<file path="src/hdl/sec_pkg.sv">
// shared types, constants and helpers for the scope edge trigger capture block
// no dependencies; imported by every module of the block

package sec_pkg;

  // capture memory geometry and auto timeout scaling
  localparam int BUFFER_DEPTH     = 4096;
  localparam int AUTO_WAIT_FACTOR = 2;
  localparam int ADDR_W           = $clog2(BUFFER_DEPTH);

  // fixed field widths
  localparam int OP_W       = 3;
  localparam int SAMPLE_W   = 12;
  localparam int MODE_W     = 3;
  localparam int OUT_ADDR_W = 12;
  localparam int COUNT_W    = 16;
  localparam int LEVEL_W    = 15;
  localparam int START_W    = 13;
  localparam int STOP_W     = 14;

  // command queue between front and back
  localparam int QUEUE_DEPTH = 2;
  localparam int QPTR_W      = (QUEUE_DEPTH > 1) ? $clog2(QUEUE_DEPTH) : 1;
  localparam int QCOUNT_W    = $clog2(QUEUE_DEPTH + 1);

  // configuration port
  localparam int CFG_IDX_W  = 3;
  localparam int CFG_DATA_W = 16;

  localparam logic [CFG_IDX_W-1:0] CFG_TRIGGER_FRACTION    = 3'd0;
  localparam logic [CFG_IDX_W-1:0] CFG_PRETRIGGER_FRACTION = 3'd1;
  localparam logic [CFG_IDX_W-1:0] CFG_RECORD_LENGTH       = 3'd2;
  localparam logic [CFG_IDX_W-1:0] CFG_EDGE_SELECT         = 3'd3;
  localparam logic [CFG_IDX_W-1:0] CFG_TRIGGER_MODE        = 3'd4;
  localparam logic [CFG_IDX_W-1:0] CFG_SAMPLE_BITS         = 3'd5;
  localparam logic [CFG_IDX_W-1:0] CFG_NOISE_MARGIN        = 3'd6;

  // register reset values
  localparam logic [15:0] RST_TRIGGER_FRACTION    = 16'd32768;
  localparam logic [15:0] RST_PRETRIGGER_FRACTION = 16'd16384;
  localparam logic [12:0] RST_RECORD_LENGTH       = 13'd1000;
  localparam logic        RST_EDGE_SELECT         = 1'b0;
  localparam logic [1:0]  RST_TRIGGER_MODE        = 2'd0;
  localparam logic [3:0]  RST_SAMPLE_BITS         = 4'd12;
  localparam logic [7:0]  RST_NOISE_MARGIN        = 8'd16;

  // trigger modes and edge codes
  localparam logic [1:0] TMODE_NORMAL = 2'd0;
  localparam logic [1:0] TMODE_SINGLE = 2'd1;
  localparam logic [1:0] TMODE_AUTO   = 2'd2;
  localparam logic       EDGE_SEL_RISE = 1'b0;

  // narrow converter handling
  localparam logic [3:0]          NARROW_BITS = 4'd8;
  localparam logic [SAMPLE_W-1:0] NARROW_MASK = 12'h0ff;

  // counter limits
  localparam logic [COUNT_W-1:0] COUNT_MAX      = 16'hffff;
  localparam logic [COUNT_W-1:0] AUTO_LIMIT_MAX = 16'hfffe;
  localparam logic [15:0]        FRACTION_FULL  = 16'hffff;

  // request op codes
  localparam logic [OP_W-1:0] OP_SAMPLE  = 3'd0;
  localparam logic [OP_W-1:0] OP_START   = 3'd1;
  localparam logic [OP_W-1:0] OP_STOP    = 3'd2;
  localparam logic [OP_W-1:0] OP_RESTART = 3'd3;
  localparam logic [OP_W-1:0] OP_SENT    = 3'd4;

  // reported mode codes
  localparam logic [MODE_W-1:0] MODE_IDLE    = 3'd0;
  localparam logic [MODE_W-1:0] MODE_ARMING  = 3'd1;
  localparam logic [MODE_W-1:0] MODE_AWAIT   = 3'd2;
  localparam logic [MODE_W-1:0] MODE_POST    = 3'd3;
  localparam logic [MODE_W-1:0] MODE_SENDING = 3'd4;
  localparam logic [MODE_W-1:0] MODE_WAITRS  = 3'd5;
  localparam logic [MODE_W-1:0] MODE_DONE    = 3'd6;

  typedef enum logic [6:0] {
    ST_IDLE    = 7'b0000001,
    ST_ARMING  = 7'b0000010,
    ST_AWAIT   = 7'b0000100,
    ST_POST    = 7'b0001000,
    ST_SENDING = 7'b0010000,
    ST_WAITRS  = 7'b0100000,
    ST_DONE    = 7'b1000000
  } state_t;

  // decoded command class
  typedef enum logic [2:0] {
    CMD_NOP,
    CMD_SAMPLE,
    CMD_START,
    CMD_STOP,
    CMD_RESTART,
    CMD_SENT
  } cmd_op_t;

  typedef struct packed {
    logic [OP_W-1:0]     op;
    logic [SAMPLE_W-1:0] sample;
  } in_item_t;

  typedef struct packed {
    logic [MODE_W-1:0]     mode;
    logic                  store_enable;
    logic [OUT_ADDR_W-1:0] store_address;
    logic                  trigger_hit;
    logic                  capture_done;
    logic [OUT_ADDR_W-1:0] trigger_position;
  } out_item_t;

  typedef struct packed {
    logic [15:0] trigger_fraction;
    logic [15:0] pretrigger_fraction;
    logic [12:0] record_length;
    logic        edge_select;
    logic [1:0]  trigger_mode;
    logic [3:0]  sample_bits;
    logic [7:0]  noise_margin;
  } cfg_t;

  // queued command with its precomputed level tests
  typedef struct packed {
    cmd_op_t op;
    logic    arm_ok;
    logic    edge_ok;
  } cmd_t;

  function automatic logic [MODE_W-1:0] mode_code(state_t st);
    logic [MODE_W-1:0] code;
    case (st)
      ST_IDLE:    code = MODE_IDLE;
      ST_ARMING:  code = MODE_ARMING;
      ST_AWAIT:   code = MODE_AWAIT;
      ST_POST:    code = MODE_POST;
      ST_SENDING: code = MODE_SENDING;
      ST_WAITRS:  code = MODE_WAITRS;
      ST_DONE:    code = MODE_DONE;
      default:    code = MODE_IDLE;
    endcase
    return code;
  endfunction

endpackage

</file>
<file path="src/hdl/sec_front.sv">
// front end: takes requests, decodes the op and runs the level tests
// depends on sec_pkg

module sec_front (
  input  logic              in_valid,
  output logic              in_ready,
  input  sec_pkg::in_item_t in_data,
  input  sec_pkg::cfg_t     cfg,
  input  logic              q_full,
  output logic              push,
  output sec_pkg::cmd_t     entry
);
  import sec_pkg::*;

  logic [30:0]         level_wide;
  logic [LEVEL_W-1:0]  level;
  logic [SAMPLE_W-1:0] data;
  logic [15:0]         data_x;
  logic [15:0]         level_x;
  logic [15:0]         margin_x;
  logic                arm_ok;
  logic                edge_ok;

  assign in_ready = !q_full;
  assign push     = in_valid && !q_full;

  // level = (fraction << bits) >> 16
  assign level_wide = 31'(cfg.trigger_fraction) << cfg.sample_bits;
  assign level      = level_wide[30:16];

  // narrow converter: only the low byte counts
  assign data = (cfg.sample_bits <= NARROW_BITS) ? (in_data.sample & NARROW_MASK)
                                                 : in_data.sample;

  assign data_x   = 16'(data);
  assign level_x  = 16'(level);
  assign margin_x = 16'(cfg.noise_margin);

  always_comb begin
    if (cfg.edge_select == EDGE_SEL_RISE) begin
      arm_ok  = (data_x + margin_x) < level_x;
      edge_ok = data_x > level_x;
    end else begin
      arm_ok  = data_x > (level_x + margin_x);
      edge_ok = data_x < level_x;
    end
  end

  always_comb begin
    entry.arm_ok  = arm_ok;
    entry.edge_ok = edge_ok;
    case (in_data.op)
      OP_SAMPLE:  entry.op = CMD_SAMPLE;
      OP_START:   entry.op = CMD_START;
      OP_STOP:    entry.op = CMD_STOP;
      OP_RESTART: entry.op = CMD_RESTART;
      OP_SENT:    entry.op = CMD_SENT;
      default:    entry.op = CMD_NOP;
    endcase
  end

endmodule

</file>
<file path="src/hdl/sec_queue.sv">
// short command queue between the front end and the capture sequencer
// depends on sec_pkg

module sec_queue (
  input  logic          clk,
  input  logic          rst,
  input  logic          push,
  input  sec_pkg::cmd_t push_data,
  output logic          full,
  input  logic          pop,
  output logic          head_valid,
  output sec_pkg::cmd_t head
);
  import sec_pkg::*;

  cmd_t                slots [QUEUE_DEPTH];
  logic [QPTR_W-1:0]   wr_ptr;
  logic [QPTR_W-1:0]   rd_ptr;
  logic [QCOUNT_W-1:0] count;

  function automatic logic [QPTR_W-1:0] ptr_inc(logic [QPTR_W-1:0] p);
    return (p == QPTR_W'(QUEUE_DEPTH - 1)) ? '0 : p + 1'b1;
  endfunction

  assign full       = (count == QCOUNT_W'(QUEUE_DEPTH));
  assign head_valid = (count != '0);
  assign head       = slots[rd_ptr];

  always_ff @(posedge clk) begin
    if (push) begin
      slots[wr_ptr] <= push_data;
    end
  end

  always_ff @(posedge clk) begin
    if (rst) begin
      wr_ptr <= '0;
      rd_ptr <= '0;
      count  <= '0;
    end else begin
      if (push) begin
        wr_ptr <= ptr_inc(wr_ptr);
      end
      if (pop) begin
        rd_ptr <= ptr_inc(rd_ptr);
      end
      if (push && !pop) begin
        count <= count + 1'b1;
      end else if (pop && !push) begin
        count <= count - 1'b1;
      end
    end
  end

  assert property (@(posedge clk) disable iff (rst) pop |-> head_valid)
    else $error("queue popped while empty");
  assert property (@(posedge clk) disable iff (rst) push |-> !full)
    else $error("queue pushed while full");
  assert property (@(posedge clk) disable iff (rst) count <= QCOUNT_W'(QUEUE_DEPTH))
    else $error("queue count past its depth");

endmodule

</file>
<file path="src/hdl/sec_back.sv">
// capture sequencer: state, write pointer, sample counter, trigger address
// and the result register; depends on sec_pkg

module sec_back (
  input  logic               clk,
  input  logic               rst,
  input  sec_pkg::cfg_t      cfg,
  input  logic               head_valid,
  input  sec_pkg::cmd_t      head,
  output logic               pop,
  output logic               out_valid,
  input  logic               out_ready,
  output sec_pkg::out_item_t out_data
);
  import sec_pkg::*;

  localparam int EXT_W = ADDR_W + OUT_ADDR_W;

  state_t             state, state_next;
  logic [ADDR_W-1:0]  write_pointer, write_pointer_next;
  logic [COUNT_W-1:0] sample_count, sample_count_next;
  logic [ADDR_W-1:0]  trigger_address, trigger_address_next;

  logic [START_W-1:0] start_cnt;
  logic [STOP_W-1:0]  stop_cnt;
  logic [COUNT_W-1:0] auto_lim;

  logic [28:0]        prod_start;
  logic [28:0]        prod_stop;
  logic [31:0]        lim_full;

  logic [COUNT_W-1:0] cnt_inc;
  logic               auto_to;
  logic               capturing;
  logic               st_en, hit, done;
  logic [EXT_W-1:0]   addr_ext;
  logic [EXT_W-1:0]   taddr_ext;
  out_item_t          result;

  // derived counts, refreshed every cycle from the registers
  assign prod_start = 29'(cfg.record_length) * 29'(cfg.pretrigger_fraction);
  assign prod_stop  = 29'(cfg.record_length) * 29'(FRACTION_FULL - cfg.pretrigger_fraction);
  assign lim_full   = 32'(cfg.record_length) * 32'(AUTO_WAIT_FACTOR);

  always_ff @(posedge clk) begin
    start_cnt <= prod_start[28:16];
    stop_cnt  <= STOP_W'(prod_stop[28:16]) + STOP_W'(1);
    auto_lim  <= (lim_full > 32'(AUTO_LIMIT_MAX)) ? AUTO_LIMIT_MAX : lim_full[COUNT_W-1:0];
  end

  assign pop = head_valid && (!out_valid || out_ready);

  assign capturing = (state == ST_ARMING) || (state == ST_AWAIT) || (state == ST_POST);
  assign cnt_inc   = (sample_count == COUNT_MAX) ? sample_count : sample_count + 1'b1;
  assign auto_to   = (cfg.trigger_mode == TMODE_AUTO) && (cnt_inc > auto_lim);

  always_comb begin
    state_next           = state;
    write_pointer_next   = write_pointer;
    sample_count_next    = sample_count;
    trigger_address_next = trigger_address;
    st_en                = 1'b0;
    hit                  = 1'b0;
    done                 = 1'b0;
    case (head.op)
      CMD_SAMPLE: begin
        if (capturing) begin
          st_en              = 1'b1;
          write_pointer_next = (write_pointer == ADDR_W'(BUFFER_DEPTH - 1)) ?
                               '0 : write_pointer + 1'b1;
          sample_count_next  = cnt_inc;
          case (state)
            ST_ARMING: begin
              if (cnt_inc > COUNT_W'(start_cnt) && (head.arm_ok || auto_to)) begin
                state_next = ST_AWAIT;
              end
            end
            ST_AWAIT: begin
              if (head.edge_ok || auto_to) begin
                sample_count_next    = '0;
                state_next           = ST_POST;
                trigger_address_next = write_pointer;
                hit                  = 1'b1;
              end
            end
            default: begin
              if (cnt_inc >= COUNT_W'(stop_cnt)) begin
                state_next        = ST_SENDING;
                sample_count_next = '0;
                done              = 1'b1;
              end
            end
          endcase
        end
      end
      CMD_START: begin
        if (!capturing && state != ST_SENDING) begin
          write_pointer_next = '0;
          sample_count_next  = '0;
          state_next         = ST_ARMING;
        end
      end
      CMD_STOP: begin
        state_next = ST_IDLE;
      end
      CMD_RESTART: begin
        if (state == ST_WAITRS) begin
          sample_count_next = '0;
          state_next        = ST_ARMING;
        end
      end
      CMD_SENT: begin
        if (state != ST_IDLE) begin
          state_next = (cfg.trigger_mode == TMODE_SINGLE) ? ST_DONE : ST_WAITRS;
        end
      end
      default: begin
      end
    endcase
  end

  assign addr_ext  = st_en ? EXT_W'(write_pointer) : '0;
  assign taddr_ext = EXT_W'(trigger_address_next);

  always_comb begin
    result.mode             = mode_code(state_next);
    result.store_enable     = st_en;
    result.store_address    = addr_ext[OUT_ADDR_W-1:0];
    result.trigger_hit      = hit;
    result.capture_done     = done;
    result.trigger_position = taddr_ext[OUT_ADDR_W-1:0];
  end

  always_ff @(posedge clk) begin
    if (rst) begin
      state           <= ST_IDLE;
      write_pointer   <= '0;
      sample_count    <= '0;
      trigger_address <= '0;
      out_valid       <= 1'b0;
    end else begin
      if (pop) begin
        state           <= state_next;
        write_pointer   <= write_pointer_next;
        sample_count    <= sample_count_next;
        trigger_address <= trigger_address_next;
        out_valid       <= 1'b1;
      end else if (out_ready) begin
        out_valid <= 1'b0;
      end
    end
  end

  always_ff @(posedge clk) begin
    if (pop) begin
      out_data <= result;
    end
  end

  assert property (@(posedge clk) disable iff (rst)
    out_valid && out_data.trigger_hit |-> out_data.mode == MODE_POST && out_data.store_enable)
    else $error("trigger hit outside post-trigger entry");
  assert property (@(posedge clk) disable iff (rst)
    out_valid && out_data.capture_done |-> out_data.mode == MODE_SENDING && out_data.store_enable)
    else $error("capture done without entering sending");
  assert property (@(posedge clk) disable iff (rst)
    pop && (hit || done) |=> sample_count == '0)
    else $error("sample counter not cleared on trigger or done");
  assert property (@(posedge clk) disable iff (rst)
    out_valid && !out_data.store_enable |-> out_data.store_address == '0)
    else $error("store address set without store enable");

endmodule

</file>
<file path="src/hdl/scope_edge_trigger_capture.sv">
// scope edge trigger capture: an accepted request is decoded into the queue at the
// accepting edge, and the sequencer then takes it from the queue and registers its
// result into the result reg; throughput one request per cycle while results are taken; a waiting
// result stalls the input only once the 2-entry queue has filled
// configuration registers live here; derived counts settle in the cycle after a write
// rst (synchronous) clears state to idle, pointers and counters to zero, regs to defaults

module scope_edge_trigger_capture (
  input  logic                               clk,
  input  logic                               rst,
  // configuration write port
  input  logic                               cfg_write,
  input  logic [sec_pkg::CFG_IDX_W-1:0]      cfg_index,
  input  logic [sec_pkg::CFG_DATA_W-1:0]     cfg_data,
  // request channel
  input  logic                               in_valid,
  output logic                               in_ready,
  input  sec_pkg::in_item_t                  in_data,
  // result channel
  output logic                               out_valid,
  input  logic                               out_ready,
  output sec_pkg::out_item_t                 out_data
);
  import sec_pkg::*;

  cfg_t cfg;

  // front to queue
  logic push;
  cmd_t push_entry;
  logic q_full;

  // queue to back
  logic head_valid;
  cmd_t head;
  logic pop;

  // configuration registers, masked to their field widths
  always_ff @(posedge clk) begin
    if (rst) begin
      cfg.trigger_fraction    <= RST_TRIGGER_FRACTION;
      cfg.pretrigger_fraction <= RST_PRETRIGGER_FRACTION;
      cfg.record_length       <= RST_RECORD_LENGTH;
      cfg.edge_select         <= RST_EDGE_SELECT;
      cfg.trigger_mode        <= RST_TRIGGER_MODE;
      cfg.sample_bits         <= RST_SAMPLE_BITS;
      cfg.noise_margin        <= RST_NOISE_MARGIN;
    end else if (cfg_write) begin
      case (cfg_index)
        CFG_TRIGGER_FRACTION:    cfg.trigger_fraction    <= cfg_data;
        CFG_PRETRIGGER_FRACTION: cfg.pretrigger_fraction <= cfg_data;
        CFG_RECORD_LENGTH:       cfg.record_length       <= cfg_data[12:0];
        CFG_EDGE_SELECT:         cfg.edge_select         <= cfg_data[0];
        CFG_TRIGGER_MODE:        cfg.trigger_mode        <= cfg_data[1:0];
        CFG_SAMPLE_BITS:         cfg.sample_bits         <= cfg_data[3:0];
        CFG_NOISE_MARGIN:        cfg.noise_margin        <= cfg_data[7:0];
        default: begin
        end
      endcase
    end
  end

  // front: decode op, mask narrow samples, precompute arm and edge tests
  sec_front u_front (
    .in_valid (in_valid),
    .in_ready (in_ready),
    .in_data  (in_data),
    .cfg      (cfg),
    .q_full   (q_full),
    .push     (push),
    .entry    (push_entry)
  );

  // decouples request acceptance from result back-pressure
  sec_queue u_queue (
    .clk        (clk),
    .rst        (rst),
    .push       (push),
    .push_data  (push_entry),
    .full       (q_full),
    .pop        (pop),
    .head_valid (head_valid),
    .head       (head)
  );

  // back: capture state machine, addresses, counters, result register
  sec_back u_back (
    .clk        (clk),
    .rst        (rst),
    .cfg        (cfg),
    .head_valid (head_valid),
    .head       (head),
    .pop        (pop),
    .out_valid  (out_valid),
    .out_ready  (out_ready),
    .out_data   (out_data)
  );

endmodule

</file>
<file path="config.mk">
export PLATFORM = sky130hd
export DESIGN_NAME = scope_edge_trigger_capture
export DESIGN_NICKNAME = d
export VERILOG_FILES = /design/src/hdl/sec_pkg.sv /design/src/hdl/sec_front.sv /design/src/hdl/sec_queue.sv /design/src/hdl/sec_back.sv /design/src/hdl/scope_edge_trigger_capture.sv
export SDC_FILE = /design/constraint.sdc
export NUM_CORES = 1
export LEC_CHECK = 0
export BUFFER_PORTS_ARGS = -buffer_cell sky130_fd_sc_hd__buf_4
export CORE_ASPECT_RATIO = 1.75
export CORE_UTILIZATION = 66
export CTS_CLUSTER_DIAMETER = 30
export DETAILED_ROUTE_END_ITERATION = 10
export HOLD_SLACK_MARGIN = 0.02
export PLACE_DENSITY = 0.89
export SLEW_MARGIN = 30
export SYNTH_ARGS = -nofsm -noshare
export SYNTH_HDL_FRONTEND = slang
export SYNTH_SLANG_ARGS = --single-unit
</file>
<file path="constraint.sdc">
create_clock -name clk -period 9 [get_ports clk]
set_input_delay 0.9 -clock clk [delete_from_list [all_inputs] [get_ports clk]]
set_output_delay 0.9 -clock clk [all_outputs]
set_load 0.01 [all_outputs]
</file>
==> summary.txt <==
Status: finished, final reports clean
Yosys warns: 0
Fin Hold WS: 0.4725 ns
Total CTS buffers: 17
CTS resizes: 0
Post-synthesis mux area share: 2.633%
CTS max path bufs: 2
Post-CTS Setup Inserts: 0
H-tree depth: 4
Post-synthesis xor/xnor area fraction: 2.883%
Clock tree sinks: 192
Startpoint type of the worst setup path: register
CP Max Fanout: 18
Synthesized instance count: 2730
Num rows: 92
Tmin final: 7.188 ns
Max cap viols: 0
Share of layout cells above drive strength 1: 7.448%
Distinct cells, synth: 95
CTS tree: built
Compound-Gate Fraction of Synth Area: 9.269%
Initial antenna violation count: 0
Final hold viol count: 0
Vias in the first global route: 21040
Pin count of the biggest net entering global routing: 82
Final setup margin: 1.812 ns
Core area: 0.03591 mm2
Power Dens Cells: 224.7 mW/mm2
Fillers: 2600
Adder-Cell Fraction of Synth Area: 38.03%
Worst-Skew Late Latency: 0.47 ns
Ys flop type: dfxtp_1
Vias per cell: 6.078
# diodes: 0
Slew @ Worst Pin: 1.005 ns
All-Layer GR Usage: 34.39%
Tcrit/Tclk final: 79.87%
Die height: 254.3 um
Total power: 5.726 mW
Largest family of logic cells by synthesized area: adder cells
CP endpoint kind: register
Number of synthesized register bits: 192
GR Overflow Total: 0
Register-to-Register Path Depth: 20
Hold Path Class: register to register
CP Data Required Time: 9.39 ns
Syn Std Cell Area: 0.02400 mm2
IO Port Bufs: 70
Chip width: 146.2 um
Final Skew: 0.01661 ns
Hold buffers post-CTS: 0
Max-slew violations: 0
Post-Synthesis Net Count: 3313
Dpl cells: 3177
First-pass GRT wire length: 100.8 mm
Vias: 19500
FFs w/ async S/R, synth: 0%
Hold Crit Depth: 2
FMAX: 139.1 MHz
Leak: 12.10 nW
Slew HR: 32.91%
Area grow syn2layout: 6.156%
Layout Nets: 3309
Starting Density: 66.83%
Post-Syn Area per Cell: 8.792 um2
# DRC: 0
Fin Setup TNS: 0 ns
# setup viols final: 0
Dpl hpwl: 47.65 mm
Layout Cells excl Fill: 3209
Top-Level Pins: 71
Post-place setup slack: 1.961 ns
Share of the yosys chip area belonging to registers: 17.68%
Max VDD drop: 0.2465 mV
Final WL: 61.67 mm
Die area: 0.03716 mm2
Critical path type: register to register
Routed wire per std cell: 19.22 um
EDFF count, synth: 40
Pre-Repair DR Iteration Count: 5
Simple-gate share of the synthesized area: 20.96%
RSZ-0062 raised after global routing: no
Clk slew on worst S/H paths: 0.08 ns
Critical path arrival: 7.58 ns
Gpl congestion: 0.9901
Root Driver: clkbuf_16
Antenna Nets Post-Route: 0
Initial DRC Count: 1034
==> kinds of logic after synthesis <==
kind of cell	count (synthesis)
buf+inv	541
compound gates	339
simple gates	977
flops	192
fa+ha+maj	545
mux	57
xor+xnor	79
==> per-layer routing <==
layer / GRT usage (%) / share of wire [%]
met1: 33.75 / 32
met2: 64.56 / 53
met3: 4.741 / 6.3
met4: 27.08 / 8.2
met5: 0 / 0
==> Yosys cell counts, drive strengths merged (13+ instances only) <==
| cell type | instances | area, um2 |
|---|---|---|
| or3 | 14 | 87.58 |
| ha | 236 | 2953 |
| edfxtp | 40 | 1201 |
| a22oi | 19 | 142.6 |
| o21a | 17 | 127.6 |
| and2 | 94 | 590.6 |
| nand2b | 159 | 994.7 |
| xnor2 | 49 | 429.2 |
| buf | 13 | 67.57 |
| nand3 | 29 | 162.7 |
| a211oi | 15 | 117.6 |
| nor2 | 135 | 511.7 |
| fa | 308 | 6166 |
| and3 | 16 | 101.4 |
| nor2b | 89 | 556.8 |
| o211ai | 13 | 111.4 |
| clkbuf | 109 | 409.1 |
| mux2 | 26 | 292.8 |
| nand4 | 20 | 137.6 |
| nor3 | 37 | 195.2 |
| a21o | 18 | 135.1 |
| inv | 418 | 1569 |
| a21oi | 124 | 628.1 |
| dfxtp | 152 | 3043 |
| xor2 | 30 | 262.8 |
| o21ai | 65 | 325.3 |
| nand3b | 14 | 105.1 |
| mux2i | 29 | 294.0 |
| nand2 | 326 | 1224 |
==> through the flow <==
stage	utilization (%)	cell area, um2
after floorplan	-	24000
after global placement	69.21	24860
after detailed placement	69.22	24860
after CTS	70.91	25470
after global routing	70.94	25480
final	70.94	25480
==> registers in the layout (all words and copies together) (netlist names), 10 cells and up, named ones only <==
signal	count
u_back.sample_count	16
u_back.start_cnt	13
u_back.write_pointer	12
cfg	59
u_back.trigger_address	12
u_back.auto_lim	13
u_queue.slots	10
u_back.stop_cnt	14
u_back.out_data	30
==> power breakdown <==
part / total (mW) / internal, mW / switching (mW)
Combinational: 3.73 / 1.51 / 2.22
Sequential: 1.21 / 1.10 / 0.104
Clock: 0.786 / 0.388 / 0.398
==> worst paths after layout <==
kind,startpoint,to,slack [ns]
min,cfg[52]$_SDFFE_PP0P_,cfg[52]$_SDFFE_PP0P_,0.47
min reg2reg,cfg[52]$_SDFFE_PP0P_,cfg[52]$_SDFFE_PP0P_,0.47
max reg2reg,cfg[18]$_SDFFE_PP1P_,u_back.start_cnt[12]$_DFF_P_,1.81
max,cfg[18]$_SDFFE_PP1P_,u_back.start_cnt[12]$_DFF_P_,1.81
==> worst max-delay path: stages, from the launching register on <==
cell,delay (ns)
dfxtp_1,0.94
buf_4,0.40
nand2_1,0.11
fa_1,0.50
inv_1,0.05
fa_1,0.50
fa_1,0.54
inv_1,0.06
fa_1,0.55
inv_1,0.05
fa_1,0.43
ha_1,0.23
nor3_1,0.33
nand2_1,0.11
o21ai_0,0.54
nand3_1,0.42
a221o_1,0.45
a211o_1,0.30
a31o_2,0.26
a21oi_1,0.21
xnor2_1,0.13
==> cells in the final DEF (no fill, tap or decap), drive strengths merged, types with 15 or more instances in the layout <==
master	netlist	layout
dfxtp	152	152
nor3	37	37
nor2	135	135
a21o	18	18
nand2	326	326
o21ai	65	65
and3	16	16
nand3	29	29
buf	13	99
nand2b	159	159
o21a	17	17
nor2b	89	89
a211oi	15	15
nand4	20	20
mux2	26	26
and2	94	94
xnor2	49	49
clkbuf	109	18
inv	418	430
a22oi	19	19
fa	308	308
a21oi	124	124
xor2	30	30
ha	236	236
edfxtp	40	40
mux2i	29	29
==> area by class of cell <==
cell class	count	area (um2)	share of cell area [%]
Clock inverter	14	167.7	0.6580
Tap cell	470	588.1	2.308
Clock buffer	18	439.2	1.724
Inverter	419	1573	6.173
Timing Repair Buffer	99	743.2	2.917
Sequential cell	192	4255	16.70
Multi-Input combinational cell	1997	17710	69.52
Power figures use the tool's default switching activity.
